`src/sv/fit_policy_hole_allocator_core_macros.svh`:
```
// ---------------------------------------------------------------------------
// fit policy hole allocator assertion macros
// concurrent check wrappers clocked on clk_i, off while rst_ni is low
// ---------------------------------------------------------------------------
`ifndef FIT_POLICY_HOLE_ALLOCATOR_CORE_MACROS_SVH
`define FIT_POLICY_HOLE_ALLOCATOR_CORE_MACROS_SVH

`ifndef NO_ASSERTIONS

// same-cycle implication
`define FPHA_ASSERT_IMP(label, ante, cons, msg) \
  label: assert property (@(posedge clk_i) disable iff (!rst_ni) \
    (ante) |-> (cons)) else $error(msg);

// next-cycle implication
`define FPHA_ASSERT_NXT(label, ante, cons, msg) \
  label: assert property (@(posedge clk_i) disable iff (!rst_ni) \
    (ante) |=> (cons)) else $error(msg);

`else

`define FPHA_ASSERT_IMP(label, ante, cons, msg)
`define FPHA_ASSERT_NXT(label, ante, cons, msg)

`endif

`endif

```
`src/sv/fpha_pkg.sv`:
```
// ---------------------------------------------------------------------------
// fpha_pkg
// shared constants and types of the fit policy hole allocator
// ---------------------------------------------------------------------------
package fpha_pkg;

  localparam int MAX_HOLES_DEF = 16;
  localparam int SIZE_BITS_DEF = 16;

  localparam logic [19:0] SUM_MAX = 20'hFFFFF;

  // request modes
  localparam logic MODE_LOAD  = 1'b0;
  localparam logic MODE_ALLOC = 1'b1;

  // fit policies, code 3 falls back to first fit
  localparam logic [1:0] POL_FIRST = 2'd0;
  localparam logic [1:0] POL_BEST  = 2'd1;
  localparam logic [1:0] POL_WORST = 2'd2;

  // register indexes (word address)
  localparam logic REG_FIT_POLICY = 1'b0;
  localparam logic REG_NUM_HOLES  = 1'b1;

  localparam logic [4:0] NUM_HOLES_RST = 5'd16;

  typedef enum logic [1:0] {
    ST_IDLE,
    ST_SCAN,
    ST_FINISH
  } fpha_state_e;

endpackage

```
`src/sv/fit_policy_hole_allocator_core.sv`:
```
// ---------------------------------------------------------------------------
// fit_policy_hole_allocator_core
// hole table with first, best and worst fit allocation and free space sum
// ---------------------------------------------------------------------------
// A request is taken when start is high while busy is low. A load request
// (mode 0) writes one hole size; an allocate request (mode 1) picks a hole
// by the fit policy register, takes the size from it and reports the hole.
// Every request gives exactly one result, shown for a single cycle with
// done_o high; the receiver cannot stall, so it must catch it then. A request
// keeps busy high until its result is shown, since the hole table sits in one
// memory with a single read port and every request walks the holes in use,
// n = min(num_holes, MAX_HOLES), one per cycle to pick the hole and to form
// the free space total, then does write-back and result in ST_FINISH. The
// table needs no clearing pass: a valid bit per hole, cleared by reset, makes
// a never written hole read as zero.
// Registers (APB, pready always high): 0x0 fit_policy, 0x4 num_holes.
// ---------------------------------------------------------------------------
`include "fit_policy_hole_allocator_core_macros.svh"

module fit_policy_hole_allocator_core
  import fpha_pkg::*;
#(
  parameter int MAX_HOLES = MAX_HOLES_DEF,
  parameter int SIZE_BITS = SIZE_BITS_DEF
) (
  input  logic        clk_i,
  input  logic        rst_ni,
  // request channel
  input  logic        start,
  output logic        busy,
  input  logic        mode_i,
  input  logic [3:0]  hole_slot_i,
  input  logic [15:0] size_value_i,
  // result channel
  output logic        done_o,
  output logic        granted_o,
  output logic [3:0]  chosen_hole_o,
  output logic [15:0] hole_remaining_o,
  output logic [19:0] total_free_o,
  // configuration port
  input  logic        psel,
  input  logic        penable,
  input  logic        pwrite,
  input  logic [2:0]  paddr,
  input  logic [31:0] pwdata,
  output logic [31:0] prdata,
  output logic        pready
);

  localparam int IDX_W  = $clog2(MAX_HOLES);
  localparam int CNT_W  = ($clog2(MAX_HOLES + 1) > 5) ? $clog2(MAX_HOLES + 1) : 5;
  localparam int CMP_W  = (SIZE_BITS > 16) ? SIZE_BITS : 16;
  localparam int TSUM_RAW = SIZE_BITS + $clog2(MAX_HOLES) + 1;
  localparam int TSUM_W = (TSUM_RAW > 21) ? TSUM_RAW : 21;

  // configuration registers
  logic [1:0] fit_policy_q;
  logic [4:0] num_holes_q;
  logic       cfg_wr;

  assign pready = 1'b1;
  assign cfg_wr = psel && penable && pwrite;

  always_ff @(posedge clk_i or negedge rst_ni) begin
    if (!rst_ni) begin
      fit_policy_q <= POL_FIRST;
      num_holes_q  <= NUM_HOLES_RST;
    end else if (cfg_wr) begin
      unique case (paddr[2])
        REG_FIT_POLICY: fit_policy_q <= pwdata[1:0];
        REG_NUM_HOLES:  num_holes_q  <= pwdata[4:0];
        default: ;
      endcase
    end
  end

  always_comb begin
    unique case (paddr[2])
      REG_FIT_POLICY: prdata = {30'd0, fit_policy_q};
      REG_NUM_HOLES:  prdata = {27'd0, num_holes_q};
      default:        prdata = '0;
    endcase
  end

  // holes in use, saturated to the table depth
  logic [CNT_W-1:0] n_use;
  assign n_use = (CNT_W'(num_holes_q) > CNT_W'(MAX_HOLES)) ? CNT_W'(MAX_HOLES)
                                                            : CNT_W'(num_holes_q);

  // control and request registers
  fpha_state_e      state_q, state_d;
  logic             mode_q;
  logic [3:0]       slot_q;
  logic [15:0]      req_q;
  logic             slot_ok_q;
  logic [CNT_W-1:0] rd_addr_q;
  logic             pend_q;
  logic [IDX_W-1:0] pend_idx_q;

  // scan results
  logic              found_q;
  logic [IDX_W-1:0]  pos_q;
  logic [SIZE_BITS-1:0] best_q;
  logic [TSUM_W-1:0] sum_q;

  // result registers
  logic        done_q;
  logic        granted_q;
  logic [3:0]  chosen_q;
  logic [15:0] remain_q;
  logic [19:0] total_q;

  logic [MAX_HOLES-1:0] valid_q;

  logic accept;
  logic issuing;
  logic slot_ok;

  assign accept  = (state_q == ST_IDLE) && start;
  assign issuing = (state_q == ST_SCAN) && (rd_addr_q < n_use);
  assign slot_ok = (32'(hole_slot_i) < MAX_HOLES);

  // result of the finishing cycle
  logic                 alloc_hit;
  logic                 load_ok;
  logic [SIZE_BITS-1:0] new_val;
  logic [SIZE_BITS-1:0] load_val;
  logic [TSUM_W-1:0]    total_true;
  logic [19:0]          total_sat;

  assign alloc_hit  = (mode_q == MODE_ALLOC) && found_q;
  assign load_ok    = (mode_q == MODE_LOAD) && slot_ok_q;
  assign new_val    = best_q - SIZE_BITS'(req_q);
  assign load_val   = SIZE_BITS'(req_q);
  assign total_true = alloc_hit ? (sum_q - TSUM_W'(req_q)) : sum_q;
  assign total_sat  = (total_true > TSUM_W'(SUM_MAX)) ? SUM_MAX : 20'(total_true);

  // hole memory, write port shared by load and write-back
  logic                 mem_we;
  logic [IDX_W-1:0]     mem_waddr;
  logic [SIZE_BITS-1:0] mem_wdata;
  logic [SIZE_BITS-1:0] mem_rdata;

  always_comb begin
    mem_we    = 1'b0;
    mem_waddr = IDX_W'(hole_slot_i);
    mem_wdata = SIZE_BITS'(size_value_i);
    if (accept && (mode_i == MODE_LOAD) && slot_ok) begin
      mem_we = 1'b1;
    end else if ((state_q == ST_FINISH) && alloc_hit) begin
      mem_we    = 1'b1;
      mem_waddr = pos_q;
      mem_wdata = new_val;
    end
  end

  fpha_ram #(
    .WIDTH (SIZE_BITS),
    .DEPTH (MAX_HOLES)
  ) u_hole_ram (
    .clk_i   (clk_i),
    .we_i    (mem_we),
    .waddr_i (mem_waddr),
    .wdata_i (mem_wdata),
    .re_i    (issuing),
    .raddr_i (rd_addr_q[IDX_W-1:0]),
    .rdata_o (mem_rdata)
  );

  // hole read back, never written holes read as zero
  logic [SIZE_BITS-1:0] hole_val;
  logic [CMP_W-1:0]     hole_cmp;
  logic [CMP_W-1:0]     best_cmp;
  logic [CMP_W-1:0]     req_cmp;
  logic                 fits;
  logic                 take;

  assign hole_val = valid_q[pend_idx_q] ? mem_rdata : '0;
  assign hole_cmp = CMP_W'(hole_val);
  assign best_cmp = CMP_W'(best_q);
  assign req_cmp  = CMP_W'(req_q);
  assign fits     = (hole_cmp >= req_cmp);

  always_comb begin
    take = 1'b0;
    if (pend_q && fits) begin
      if (!found_q) begin
        take = 1'b1;
      end else begin
        case (fit_policy_q)
          POL_BEST:  take = (hole_cmp < best_cmp);
          POL_WORST: take = (hole_cmp > best_cmp);
          default:   take = 1'b0;
        endcase
      end
    end
  end

  // state machine
  always_ff @(posedge clk_i or negedge rst_ni) begin
    if (!rst_ni) begin
      state_q <= ST_IDLE;
    end else begin
      state_q <= state_d;
    end
  end

  always_comb begin
    state_d = state_q;
    busy    = (state_q != ST_IDLE);
    unique case (state_q)
      ST_IDLE: begin
        if (start) begin
          state_d = ST_SCAN;
        end
      end
      ST_SCAN: begin
        // last read consumed, nothing in flight
        if (!issuing && !pend_q) begin
          state_d = ST_FINISH;
        end
      end
      ST_FINISH: begin
        state_d = ST_IDLE;
      end
      default: state_d = ST_IDLE;
    endcase
  end

  // control flops
  always_ff @(posedge clk_i or negedge rst_ni) begin
    if (!rst_ni) begin
      valid_q   <= '0;
      pend_q    <= 1'b0;
      rd_addr_q <= '0;
      found_q   <= 1'b0;
      done_q    <= 1'b0;
    end else begin
      if (mem_we) begin
        valid_q[mem_waddr] <= 1'b1;
      end
      pend_q <= issuing;
      done_q <= (state_q == ST_FINISH);
      if (accept) begin
        rd_addr_q <= '0;
        found_q   <= 1'b0;
      end else begin
        if (issuing) begin
          rd_addr_q <= rd_addr_q + CNT_W'(1);
        end
        if (take) begin
          found_q <= 1'b1;
        end
      end
    end
  end

  // datapath flops
  always_ff @(posedge clk_i) begin
    if (accept) begin
      mode_q    <= mode_i;
      slot_q    <= hole_slot_i;
      req_q     <= size_value_i;
      slot_ok_q <= slot_ok;
      sum_q     <= '0;
    end else if (pend_q) begin
      sum_q <= sum_q + TSUM_W'(hole_val);
    end
    if (issuing) begin
      pend_idx_q <= rd_addr_q[IDX_W-1:0];
    end
    if (take) begin
      pos_q  <= pend_idx_q;
      best_q <= hole_val;
    end
    if (state_q == ST_FINISH) begin
      granted_q <= alloc_hit || load_ok;
      total_q   <= total_sat;
      if (alloc_hit) begin
        chosen_q <= 4'(pos_q);
        remain_q <= 16'(new_val);
      end else if (load_ok) begin
        chosen_q <= slot_q;
        remain_q <= 16'(load_val);
      end else begin
        chosen_q <= '0;
        remain_q <= '0;
      end
    end
  end

  assign done_o           = done_q;
  assign granted_o        = granted_q;
  assign chosen_hole_o    = chosen_q;
  assign hole_remaining_o = remain_q;
  assign total_free_o     = total_q;

  // checks
  `FPHA_ASSERT_NXT(a_finish_strobe, state_q == ST_FINISH, done_q, "result strobe missing")
  `FPHA_ASSERT_IMP(a_pend_in_scan, pend_q, state_q == ST_SCAN, "read data outside scan")
  `FPHA_ASSERT_IMP(a_reject_zero, done_q && !granted_q, (chosen_q == '0) && (remain_q == '0),
                   "rejected request reports a hole")
  `FPHA_ASSERT_NXT(a_accept_busy, start && !busy, busy && !done_q, "request not held busy")

endmodule

```
`src/sv/fpha_ram.sv`:
```
// ---------------------------------------------------------------------------
// fpha_ram
// generic one write port, one read port ram with registered read data
// ---------------------------------------------------------------------------
module fpha_ram #(
  parameter int WIDTH = 16,
  parameter int DEPTH = 16
) (
  input  logic                     clk_i,
  input  logic                     we_i,
  input  logic [$clog2(DEPTH)-1:0] waddr_i,
  input  logic [WIDTH-1:0]         wdata_i,
  input  logic                     re_i,
  input  logic [$clog2(DEPTH)-1:0] raddr_i,
  output logic [WIDTH-1:0]         rdata_o
);

  logic [WIDTH-1:0] mem_q [DEPTH];
  logic [WIDTH-1:0] rdata_q;

  always_ff @(posedge clk_i) begin
    if (we_i) begin
      mem_q[waddr_i] <= wdata_i;
    end
    if (re_i) begin
      rdata_q <= mem_q[raddr_i];
    end
  end

  assign rdata_o = rdata_q;

endmodule
```
`config.mk`:
```
export PLATFORM = sky130hd
export DESIGN_NAME = fit_policy_hole_allocator_core
export DESIGN_NICKNAME = d
export VERILOG_FILES = /design/src/sv/fpha_pkg.sv /design/src/sv/fit_policy_hole_allocator_core.sv /design/src/sv/fpha_ram.sv
export VERILOG_INCLUDE_DIRS = /design/src /design/src/sv
export SDC_FILE = /design/constraint.sdc
export NUM_CORES = 1
export LEC_CHECK = 0
export ABC_AREA = 0
export BUFFER_PORTS_ARGS = -buffer_cell sky130_fd_sc_hd__buf_2
export CORE_ASPECT_RATIO = 0.7
export CORE_MARGIN = 10
export CORE_UTILIZATION = 65
export CTS_CLUSTER_SIZE = 25
export DETAILED_ROUTE_END_ITERATION = 16
export PLACE_DENSITY = 0.85
export SLEW_MARGIN = 20
export SYNTH_ARGS = -nofsm -noshare
export SYNTH_HDL_FRONTEND = slang
export SYNTH_SLANG_ARGS = --single-unit
```
`constraint.sdc`:
```
create_clock -name clk_i -period 8.2 [get_ports clk_i]
set_input_delay 1.64 -clock clk_i [delete_from_list [all_inputs] [get_ports clk_i]]
set_output_delay 1.64 -clock clk_i [all_outputs]
set_load 0.01 [all_outputs]
```
After elaboration in Yosys (flattened, before gate mapping)
Memories as Yosys holds them, arrays and structs flattened. A register that Yosys moved wholly into a read port is not among the register bits.
Cells that the tools add are included.
Word-level totals
  bits in registers: 140
  bits in latches: 0
  bits in writable memories: 256
  ROM bits: 0
  bits of input ports: 62
  output and inout port bits: 76
  logic and storage cells: 93
  memories kept: 1
Operators by class
  add/subtract/negate cells: 4
  multiply operators: 0
  divide/modulo/power cells: 0
  order comparisons: 9
  eq/ne operators: 6
  shifts and indexed selects: 0
  muxes and demuxes: 30
  bitwise gates (word level): 4
  reduce and logical (&&, ||, !) cells: 20
Memories
  u_hole_ram.mem_q: words 16, bits a word 16, read ports 1, clocked after memory_dff 1, wr ports 1, RTL line fpha_ram.sv:18  | logic [WIDTH-1:0] mem_q [DEPTH];
Operators by type and width (number)
  two-way mux 16 bit: 5
  case mux 32 bit (2 select lines): 1
  adder 21 x 16 -> 21 bit: 1
  > comparator 21 x 20 -> 1 bit (second input constant): 1
  two-way mux 21 bit: 1
  subtractor 21 x 16 -> 21 bit: 1
  greater-or-equal comparator 16 bit: 1
  > comparator 16 bit: 1
  < comparator 16 bit: 1
  two-way mux 4 bit: 4
  bitwise OR 16 bit: 1
  subtractor 16 bit: 1
  two-way mux 5 bit: 3
  logical AND 1 bit: 10
  < comparator 4 x 5 -> 1 bit (second input constant): 2
  two-way mux 1 bit: 10
  AND reduction 2 bit: 3
  nonzero test 2 bit: 3
  adder 5 x 1 -> 5 bit (second input constant): 1
  > comparator 5 bit (second input constant): 1
  < comparator 5 bit: 1
  binary-select mux 1 bit (select 4 bit): 1
  demux 1 bit (select 4 bit): 1
  == test 2 x 1 -> 1 bit (second input constant): 2
  11 further kinds: 16

Longest topological paths before layout
Gate-level depths: netlist (run 1).
  depth in word-level cells: 9
  depth in mapped cells: 19
  mapped depth without buffers: 17

Modules after synthesis
From an unflattened synthesis (run 1), not the netlist that was laid out.
Unflattened totals
  cells, all modules: 1307
  area, all modules: 19133.4 um2
By module, submodules not included
  fpha_ram: times used 1, cells an instance 432, area each 10203.5 um2, seq. area each 8167.8 um2
  fit_policy_hole_allocator_core: times used 1, cells an instance 875, area each 8929.8 um2, seq. area each 3829.9 um2

Worst setup path before layout (run 1)
No wires, ideal clock.
  path kind: reg-to-reg
  start: register pend_idx_q[0]
  end: register best_q[0], in the netlist best_cmp[0] (enable)
  library setup time: 0.409 ns
  arrival time: 4.439 ns
  required time: 7.791 ns
  setup slack: 3.351 ns
  cell stages (with the launch flop): 16
  path buffers: 1
  period minus slack after synthesis: 4.849 ns
  path through: edfxtp_1 -> mux4_1 -> mux2i_1 -> o21ai_0 -> clkbuf_1 -> and2_1 -> ha_1 -> a21o_1 -> a21o_1 -> a21o_1 -> a21oi_1 -> nor2_1 -> a2111oi_0 -> o21ai_1 -> or3b_1 -> a31oi_1
On the way
  cells in the longest elaborated chain, start to end: 7
  elaborated cells between the ends (all ways): 10
  classes of those cells: order compare (3); mux (6); reduce/logical (1)
Ends and longest elaborated chain
  start: declaration: RTL line fit_policy_hole_allocator_core.sv:98  | logic [IDX_W-1:0] pend_idx_q;
  start signal: assignment: RTL line fit_policy_hole_allocator_core.sv:270  | pend_idx_q <= rd_addr_q[IDX_W-1:0];
  binary-select mux 1 bit (select 4 bit) (*): RTL line fit_policy_hole_allocator_core.sv:178  | assign hole_val = valid_q[pend_idx_q] ? mem_rdata : '0;
  two-way mux 1 bit (implied by the code) (*): RTL line fit_policy_hole_allocator_core.sv:178
  two-way mux 16 bit (*): RTL line fit_policy_hole_allocator_core.sv:178
  named net hole_cmp[3]: RTL line fit_policy_hole_allocator_core.sv:172  | logic [CMP_W-1:0] hole_cmp;
  > comparator 16 bit / < comparator 16 bit (equally long branches): RTL line fit_policy_hole_allocator_core.sv:192, fit_policy_hole_allocator_core.sv:191
  case mux 1 bit (2 select lines): RTL line fit_policy_hole_allocator_core.sv:190  | case (fit_policy_q)
  two-way mux 1 bit: RTL line fit_policy_hole_allocator_core.sv:187  | if (!found_q) begin
  two-way mux 1 bit (*): RTL line fit_policy_hole_allocator_core.sv:186  | if (pend_q && fits) begin
  named net take: RTL line fit_policy_hole_allocator_core.sv:176  | logic take;
  end signal: assignment: RTL line fit_policy_hole_allocator_core.sv:274  | best_q <= hole_val;
  end: declaration: RTL line fit_policy_hole_allocator_core.sv:103  | logic [SIZE_BITS-1:0] best_q;
The timed path passes the listed nets; every way through them passes the cells marked *. The select of a mux whose other input is x is not followed.
A chain may end at the register's enable or synchronous reset.

Final worst setup path (run 1)
  start: register pend_idx_q[0]
  end: register best_q[6], in the netlist best_cmp[6] (enable)
Same word-level chain as after synthesis.

==> metrics.md, run 1 <==
| Metric | Value |
|---|---|
| Outcome | `finished clean` |
| Die Y | `163 µm` |
| Top area cells in the synthesized netlist | `edfxtp_1, mux4_2, ha_1` |
| CP endpoint kind | `flip-flop` |
| Post-CTS Resized | `0` |
| CP Class | `flip-flop to flip-flop` |
| CTS tree | `done` |
| PD cells | `346 nW/µm²` |
| Max Slew Vio Count | `0` |
| Primary FF master, synth | `edfxtp_1` |
| DR vias | `11,800` |
| Critical Path Start | `pend_idx_q[0]` |
| First-pass detailed-route iteration total | `6` |
| Cell taking the most area after synthesis | `edfxtp_1` |
| Post-Syn Instances | `1,277` |
| Crit path max fanout | `17` |
| DR vias/cell | `6.52` |
| RSZ-0062 raised after global routing | `no` |
| CP max-delay cell | `mux4_1` |
| Number of enable flip-flop cells after synthesis | `358` |
| Placed Cells | `1,735` |
| Starting Density | `0.659` |
| CP required | `8.41 ns` |
| Clock Skews | `0.0191 ns` |
| Achievable frequency | `0.190 GHz` |
| Routed WL per cell | `25.7 µm` |
| Final setup vio count | `0` |
| # Post-CTS Setup Buffers | `0` |
| RD Place Congestion | `0.919` |
| Worst path depth | `17` |
| Port Buffers | `80` |
| Synthesized flop and latch total | `412` |
| Post-Syn Area per Cell | `14.9 µm²` |
| Share of cells above drive strength 1 | `0.210` |
| Period utilization | `0.641` |
| Final min period | `5.26 ns` |
| Seq/Total Area, Yosys | `0.630` |
| Max_cap viols | `0` |
| Number of global-route vias before repair | `11,800` |
| Synthesis Warnings | `0` |
| Drt drc | `0` |
| CP top delay family | `compound AO/OA/AOI/OAI gates` |
| Ports | `138` |
| CTS max path bufs | `3` |
| CTS H-tree depth | `2` |
| Worst Setup Start Kind | `flip-flop` |
| Count of cell types in the netlist | `77` |
| Relative slew slack | `0.315` |
| Pin count of the biggest net entering global routing | `69` |
| Global-route wire length before repair | `71,000 µm` |
| Worst hold path type | `flip-flop to flip-flop` |
| WL final | `46,400 µm` |
| Sink Count | `412` |
| Cell row count | `52` |
| Fin Hold WS | `0.465 ns` |
| Post-synth top area share | `0.565` |
| DP HPWL | `30,100 µm` |
| TNS Setup | `0 ns` |
| Clk Latency, worst-skew pair | `0.55 ns` |
| Crit path arrival time | `5.47 ns` |
| Hold path start | `valid_q[10]` |
| Power, Total | `7.35 mW` |
| Root Driver | `clkbuf_16` |
| CP bufs+invs | `3` |
| Initial antenna violation count | `1` |
| CTS buffer count | `38` |
| Mapped Area | `19,000 µm²` |
| First DRT Iteration DRCs | `1,528` |
| Worst vdd ir | `0.229 mV` |
| Hold_buf cts | `0` |
| CTS clk-pin slew, worst paths | `0.06 ns` |
| Die width | `225 µm` |
| Nets@finish | `1,545` |
| Antenna viol nets, final | `0` |
| Ys async rst share | `0.0801` |
| Hold Vio Cnt, Final | `0` |
| Hold path cells | `1` |
| GRT Util Overall | `0.255` |
| Die area | `36,700 µm²` |
| Total global routing overflow | `0` |
| Cell Chain, Critical Path | `mux4_1, mux2i_1, o21ai_0, buf_4, and2_1, ha_1, a21o_1, a21o_1, a21o_1, a21oi_1, nor2_1, a2111oi_0, buf_4, o21ai_1, or3b_1, a31oi_2, buf_4` |
| Slew @ Worst Pin | `1.03 ns` |
| R2r startpoint | `pend_idx_q[0]` |
| Critical Path Max Stage Delay | `0.64 ns` |
| Non-Filler Instances | `1,806` |
| Worst Reg-to-Reg Cells | `17` |
| Area growth, synth to finish | `11.4%` |
| LEAKAGE | `7.95 nW` |
| Core Footprint | `28,900 µm²` |
-- state kept, by name, summed over array words and instances (netlist names), 4 cells and up --
signal,count
u_hole_ram.mem_q,256
valid_q,16
pend_idx_q,4
sum_q,21
slot_q,4
u_hole_ram.rdata_o,16
hole_remaining_o,16
chosen_hole_o,4
total_free_o,20
num_holes_q,5
best_cmp,16
load_val,16
pos_q,4
rd_addr_q,5
-- cell usage after synthesis, types with 5 or more instances --
library cell	instances
a211oi_1	8
a21o_1	28
a21oi_1	42
a22o_1	5
a31oi_1	9
and2_1	21
and3_1	5
buf_1	11
buf_4	28
clkbuf_1	26
dfrtp_1	32
dfxtp_1	21
edfxtp_1	358
ha_1	83
inv_1	59
mux2_2	9
mux2i_1	13
mux4_2	80
nand2_1	78
nand2b_1	9
nand3_1	14
nand4_1	9
nor2_1	79
nor2b_1	7
nor3_1	8
o211ai_1	16
o21a_1	5
o21ai_0	35
o21ai_1	19
o21bai_1	6
o22ai_1	11
or2_2	17
or3_1	6
xnor2_1	32
xor2_1	18
-- report_power, final --
| group | switching, mW | internal [mW] | total, mW |
|---|---|---|---|
| logic | 1.59 | 1.15 | 2.74 |
| clock network | 0.769 | 1.00 | 1.77 |
| registers | 0.194 | 2.65 | 2.84 |
| total | 2.55 | 4.80 | 7.35 |
-- cells by family (layout without fill, tap and decap cells) --
| logic type | Yosys count | after routing | share of synthesized area |
|---|---|---|---|
| AO/OA/AOI/OAI | 221 | 221 | 0.0771 |
| other | 2 | 30 | 0.000394 |
| AND/OR/NAND/NOR | 268 | 268 | 0.0673 |
| flip-flops | 412 | 412 | 0.630 |
| adder cells (fa/ha/maj) | 89 | 89 | 0.0593 |
| multiplexers | 105 | 105 | 0.110 |
| buffers and inverters | 129 | 252 | 0.0315 |
| XOR/XNOR | 51 | 51 | 0.0242 |
-- path summary, 6_finish.rpt --
kind                                end  slack [ns]
setup / recovery            best_cmp[6]        2.94
hold / removal              valid_q[10]        0.46
max in group asynchronous  rd_addr_q[0]        6.43
min in group asynchronous    valid_q[7]        1.19
setup reg to reg            best_cmp[6]        2.94
hold reg to reg             valid_q[10]        0.46
-- metrics by stage --
step | instance area [µm²] | worst slack (ns) | util
global route | 21200 | 2.72 | 0.734
floorplan | 19100 | 3.35 | -
CTS | 21200 | 3.06 | 0.734
finish | 21200 | 2.94 | 0.735
global placement | 20000 | 3.21 | 0.692
detailed placement | 20000 | 3.14 | 0.692
-- cell type report --
| type | instances | area, µm² |
|---|---|---|
| repair buffers | 121 | 708 |
| clock buffers | 46 | 1000 |
| flip-flops and latches | 412 | 12000 |
| clock inverters | 23 | 220 |
| diodes | 2 | 5.00 |
| well taps | 378 | 473 |
| multi-input cells | 762 | 6570 |
| fillers | 1792 | 7670 |
| inverters | 62 | 235 |
-- metal layers --
| layer | track usage | vias to the layer above | share of wire |
|---|---|---|---|
| met5 | 0 | - | 0 |
| met4 | 0.0792 | 0 | 0.028 |
| met3 | 0.0577 | 109 | 0.11 |
| met2 | 0.400 | 755 | 0.47 |
| met1 | 0.353 | 5800 | 0.40 |
| li1 | - | 5114 | - |
-- cells in the final DEF (no fill, tap or decap), drive strengths merged, types with 8 or more instances in the layout --
master and n:
inv 62, o21ai 54, nor3 8, conb 28, a21o 28, dfxtp 21, dfrtp 32, a21oi 42
mux4 82, and2 21, a211oi 9, mux2 10, o22ai 11, clkbuf 46, nand3 14, a31oi 9
xor2 18, buf 121, edfxtp 358, nand4 9, clkinv 17, or2 18, xnor2 32, o211ai 16
mux2i 13, ha 83, nand2 78, nand2b 9, nor2 79
No activity file was read; power rests on OpenSTA's default activity.
==> inputs of run 2 (changes only) <==
Settings changed: CORE_UTILIZATION 65 to 55, PLACE_DENSITY 0.85 to 0.77.
Clock period 8.2 ns to 4.3 ns, I/O delays scaled along.
==> run 2 against run 1 <==
Against the previous run: sequential power up 91%; combinational power up 110%; clock power up 100%; sequential cell count unchanged; cell area up 2.8%; power up 100%; worst hold slack worse by 0.037 ns; worst setup slack worse by 2.9 ns; sequential share of layout area down 1.6 points.
==> metrics.md, run 2 (synthesized netlist as in run 1, its figures left out) <==
| Metric | Value |
|---|---|
| Max_cap viols | `0` |
| Most frequent cells in the layout | `edfxtp_1, mux4_2, buf_2, ha_1, nand2_1` |
| Outcome | `finished clean` |
| Placed Cells | `1,842` |
| CP required | `4.57 ns` |
| Relative slew slack | `0.278` |
| Worst vdd ir | `0.442 mV` |
| Starting Density | `0.563` |
| Worst Setup Start Kind | `flip-flop` |
| Antenna viol nets, final | `0` |
| Drt drc | `0` |
| First DRT Iteration DRCs | `1,655` |
| Max Slew Vio Count | `0` |
| DR vias/cell | `6.13` |
| Clk Latency, worst-skew pair | `0.56 ns` |
| Share of cells above drive strength 1 | `0.252` |
| CTS buffer count | `38` |
| Clock Skews | `0.0119 ns` |
| Area growth, synth to finish | `14.6%` |
| Die Y | `176 µm` |
| First-pass detailed-route iteration total | `5` |
| RD Place Congestion | `0.921` |
| Most common cell after layout, fill and taps aside | `edfxtp_1` |
| CTS max path bufs | `3` |
| Fill count | `2,375` |
| Routed WL per cell | `24.6 µm` |
| Number of global-route vias before repair | `11,700` |
| Final setup vio count | `0` |
| Hold Vio Cnt, Final | `0` |
| Crit path arrival time | `4.50 ns` |
| Non-Filler Instances | `1,915` |
| Max reg flops | `256` |
| LEAKAGE | `8.16 nW` |
| Achievable frequency | `0.236 GHz` |
| # diodes | `0` |
| Ports | `138` |
| Global-route wire length before repair | `71,500 µm` |
| Die area | `42,600 µm²` |
| Largest Register | `u_hole_ram.mem_q` |
| DP HPWL | `30,300 µm` |
| Crit path max fanout | `7` |
| CTS clk-pin slew, worst paths | `0.06 ns` |
| Pin count of the biggest net entering global routing | `69` |
| Power, Total | `14.7 mW` |
| GRT Util Overall | `0.220` |
| CP endpoint kind | `flip-flop` |
| PD cells | `675 nW/µm²` |
| CTS H-tree depth | `2` |
| Die width | `242 µm` |
| Worst hold path type | `input port to async pin` |
| WL final | `47,200 µm` |
| Initial antenna violation count | `2` |
| Root Driver | `clkbuf_16` |
| Core Footprint | `33,800 µm²` |
| Final min period | `4.24 ns` |
| Cell row count | `56` |
| Nets@finish | `1,571` |
| Period utilization | `0.985` |
| Port Buffers | `80` |
| CTS tree | `done` |
| RSZ-0062 raised after global routing | `yes` |
| Worst Reg-to-Reg Cells | `17` |
| Sink Count | `412` |
| DR vias | `11,700` |
| CP Class | `flip-flop to flip-flop` |
| Total global routing overflow | `0` |
| Slew @ Worst Pin | `1.08 ns` |
==> run 2: path summary, 6_finish.rpt <==
| path | startpoint | to | slack, ns |
|---|---|---|---|
| setup / recovery | pend_idx_q[0] | best_cmp[0] | 0.06 |
| hold / removal | rst_ni | done_o | 0.43 |
| setup reg to reg | pend_idx_q[0] | best_cmp[0] | 0.06 |
| hold reg to reg | valid_q[10] | valid_q[10] | 0.47 |
| max in group asynchronous | rst_ni | rd_addr_q[0] | 3.19 |
| min in group clk_i | valid_q[10] | valid_q[10] | 0.47 |
==> run 2: what timing repair did <==
| action | 4_1_cts | 5_1_grt |
|---|---|---|
| hold buffers | 0 | 0 |
| gates cloned | 1 | 0 |
| pin swaps | 1 | 14 |
| endpoints found under the setup margin | 20 | 23 |
| gates resized for setup | 12 | 24 |
| setup buffers | 4 | 1 |
==> run 2: critical path, stage by stage, from the launching register on <==
cell,delay [ns]
edfxtp_1,0.41
mux4_2,0.53
mux2i_2,0.21
o21ai_2,0.12
buf_6,0.14
and2_4,0.16
ha_4,0.15
a21o_1,0.16
a21o_1,0.17
a21o_1,0.17
a21oi_2,0.18
nor2_2,0.09
a2111oi_4,0.37
o21ai_2,0.12
or3b_4,0.42
a31oi_4,0.25
buf_6,0.16
buf_16,0.13
==> run 2: through the flow <==
step	hold slack, ns	util	setup WS [ns]	cell area [µm²]	TNS [ns]
4_1_cts	0.436	0.642	-0.0191	21700	-0.130
6_report	0.428	0.645	0.0632	21800	0
2_1_floorplan	0.421	-	0.0134	19200	0
5_1_grt	0.476	0.645	-0.0666	21800	-0.660
3_3_place_gp	0.443	0.600	-0.0219	20300	-0.334
3_5_place_dp	0.451	0.600	-0.0950	20300	-1.75
==> run 2: where the power goes <==
| group | switching (mW) | total, mW | internal (mW) |
|---|---|---|---|
| Clock | 1.48 | 3.54 | 2.06 |
| Combinational | 3.21 | 5.77 | 2.56 |
| Sequential | 0.380 | 5.43 | 5.05 |
==> run 2: routing by layer <==
layer | share of wire | routed length (µm) | global-route usage
met4 | 0.019 | 907 | 0.0557
met5 | 0.00023 | 11 | 0
met3 | 0.11 | 5120 | 0.0599
met2 | 0.44 | 21000 | 0.328
met1 | 0.43 | 20200 | 0.316
==> run 2: cell type report <==
class | instances | area [µm²] | share of cell area
Multi-Input combinational cell | 762 | 6730 | 0.308
Clock buffer | 48 | 1100 | 0.0505
Sequential cell | 412 | 12000 | 0.550
Inverter | 62 | 235 | 0.0108
Tap cell | 464 | 581 | 0.0266
Timing Repair Buffer | 147 | 958 | 0.0439
Clock inverter | 20 | 214 | 0.00980
==> inputs of run 3 (changes only) <==
Settings changed: CORE_ASPECT_RATIO 0.7 to default.
==> run 3 against run 2 <==
Against the previous run: clock skew grew 0.0056 ns; combinational power shrank 2%; sequential power shrank 1%; register-to-register slack gained 0.09 ns; critical endpoint is now pos_q[2]; largest cell class unchanged; largest power group unchanged.
==> metrics.md, run 3 (synthesized netlist as in run 1, its figures left out) <==
| Metric | Value |
|---|---|
| Outcome | `finished clean` |
| RD Place Congestion | `0.913` |
| Port Buffers | `80` |
| Number of global-route vias before repair | `11,600` |
| Max reg flops | `256` |
| Most used cell, CP | `a21o_1` |
| Worst Setup Start Kind | `flip-flop` |
| CTS max path bufs | `3` |
| DR vias | `11,500` |
| Power, Total | `14.5 mW` |
| CTS tree | `done` |
| Sink Count | `412` |
| Cell row count | `68` |
| Die Y | `206 µm` |
| CP max-delay cell | `mux4_2` |
| Max_cap viols | `0` |
| LEAKAGE | `8.17 nW` |
| CTS buffer count | `42` |
| CTS H-tree depth | `2` |
| Critical Path Max Stage Delay | `0.54 ns` |
| First DRT Iteration DRCs | `996` |
| Nets@finish | `1,580` |
| Final min period | `4.15 ns` |
| Slew @ Worst Pin | `1.02 ns` |
| Clock Skews | `0.0175 ns` |
| Max Slew Vio Count | `0` |
| Largest Register | `u_hole_ram.mem_q` |
| GRT Util Overall | `0.209` |
| CTS clk-pin slew, worst paths | `0.06 ns` |
| Clk Latency, worst-skew pair | `0.56 ns` |
| DP HPWL | `28,500 µm` |
| Most common cell after layout, fill and taps aside | `edfxtp_1` |
| DR vias/cell | `5.98` |
| Die width | `206 µm` |
| Area growth, synth to finish | `14.6%` |
| Global-route wire length before repair | `67,500 µm` |
| CP endpoint kind | `flip-flop` |
| Total global routing overflow | `0` |
| Relative slew slack | `0.318` |
| Routed WL per cell | `23.1 µm` |
| Ports | `138` |
| Die area | `42,500 µm²` |
| Finished Core Util | `0.635` |
| Starting Density | `0.554` |
| Antenna viol nets, final | `0` |
| PD cells | `665 nW/µm²` |
| Pin count of the biggest net entering global routing | `69` |
| Worst slack at placement | `-0.303 ns` |
| Crit path arrival time | `4.42 ns` |
| Final setup vio count | `0` |
| CP Class | `flip-flop to flip-flop` |
| Achievable frequency | `0.241 GHz` |
| Worst hold path type | `input port to async pin` |
| Root Driver | `clkbuf_16` |
| Cell Chain, Critical Path | `mux4_2, mux2i_2, o21ai_2, buf_4, and2_4, ha_2, a21o_1, a21o_1, a21o_1, a21oi_2, nor2_1, a2111oi_2, buf_4, o21ai_2, or3b_4, a31oi_4, buf_6, clkbuf_16` |
| Initial antenna violation count | `1` |
| Period utilization | `0.965` |
| Drt drc | `0` |
| Crit path max fanout | `5` |
| Share of cells above drive strength 1 | `0.242` |
| Worst vdd ir | `0.414 mV` |
| WL final | `44,300 µm` |
| # diodes | `0` |
| Hold Vio Cnt, Final | `0` |
| Fill count | `2,450` |
| CP required | `4.57 ns` |
| Most frequent cells in the layout | `edfxtp_1, mux4_2, buf_2, nand2_1, ha_1` |
| Min setup slack post-route | `0.149 ns` |
| First-pass detailed-route iteration total | `5` |
| Core Footprint | `34,400 µm²` |
## run 3: cell count changes in the layout (fill, tap and decap cells not counted), moves of 3 or more
cell	before	now
nor2_1	60	76
nor2_2	18	2
buf_4	59	65
clkbuf_1	2	6
clkinv_1	8	12
buf_6	6	3
clkbuf_8	5	2
## run 3: final timing paths
path | startpoint | end | slack [ns] | cells past startpoint
max in group asynchronous | rst_ni | rd_addr_q[0] | 3.25 | 1
worst max-delay path | pend_idx_q[0] | pos_q[2] | 0.15 | 18
min in group clk_i | valid_q[7] | valid_q[7] | 0.47 | 1
worst max register to register | pend_idx_q[0] | pos_q[2] | 0.15 | 18
worst min register to register | valid_q[7] | valid_q[7] | 0.47 | 1
worst min-delay path | rst_ni | valid_q[4] | 0.42 | 1
## run 3: area by class of cell
type                       instances  area, µm²  share of cell area
clock inverter                    26        215             0.00986
clock buffer                      50       1100              0.0505
multi-input combinational        762       6680               0.306
timing repair buffer             152       1010              0.0465
inverter                          62        235              0.0108
tap                              455        569              0.0261
sequential                       412      12000               0.550
## run 3: stage by stage
stage / hold WS [ns] / TNS [ns] / instances / cell area (µm²)
2_1_floorplan: 0.421 / 0 / 1303 / 19200
3_3_place_gp: 0.444 / -3.36 / 1834 / 20300
5_1_grt: 0.449 / -0.0637 / 1919 / 21800
6_report: 0.420 / 0 / 1919 / 21800
3_5_place_dp: 0.456 / -6.02 / 1834 / 20300
4_1_cts: 0.425 / 0 / 1913 / 21700
## run 3: what timing repair did
item | 4_1_cts | 5_1_grt
pin swaps | 1 | 12
buffers inserted | 2 | 5
hold buffers | 0 | 0
endpoints found under the setup margin | 20 | 23
cloned | 1 | 1
endpoints found under the hold margin | 0 | 0
gates resized for setup | 8 | 19
## run 3: per-layer routing
layer / routed length, µm / track usage / vias to the layer above
met4: 1050 / 0.0571 / 0
met5: 0 / 0 / -
met2: 22800 / 0.364 / 407
li1: - / - / 5173
met1: 17500 / 0.265 / 5824
met3: 2850 / 0.0350 / 77
## run 3: worst max-delay path: cells and delay by family (launching register included)
kind / cells / cell delay [ns]
AND/OR/NAND/NOR: 3 / 0.62
AO/OA/AOI/OAI: 8 / 1.26
flip-flops: 1 / 0.42
buffers and inverters: 4 / 0.65
multiplexers: 2 / 0.74
adder cells (fa/ha/maj): 1 / 0.18
## run 3: report_power, final
group          leakage (nW)  internal (mW)  switching [mW]
sequential             3.84           5.05           0.312
clock                 0.642           1.96            1.52
combinational          3.69           2.60            3.06
total                  8.17           9.61            4.89
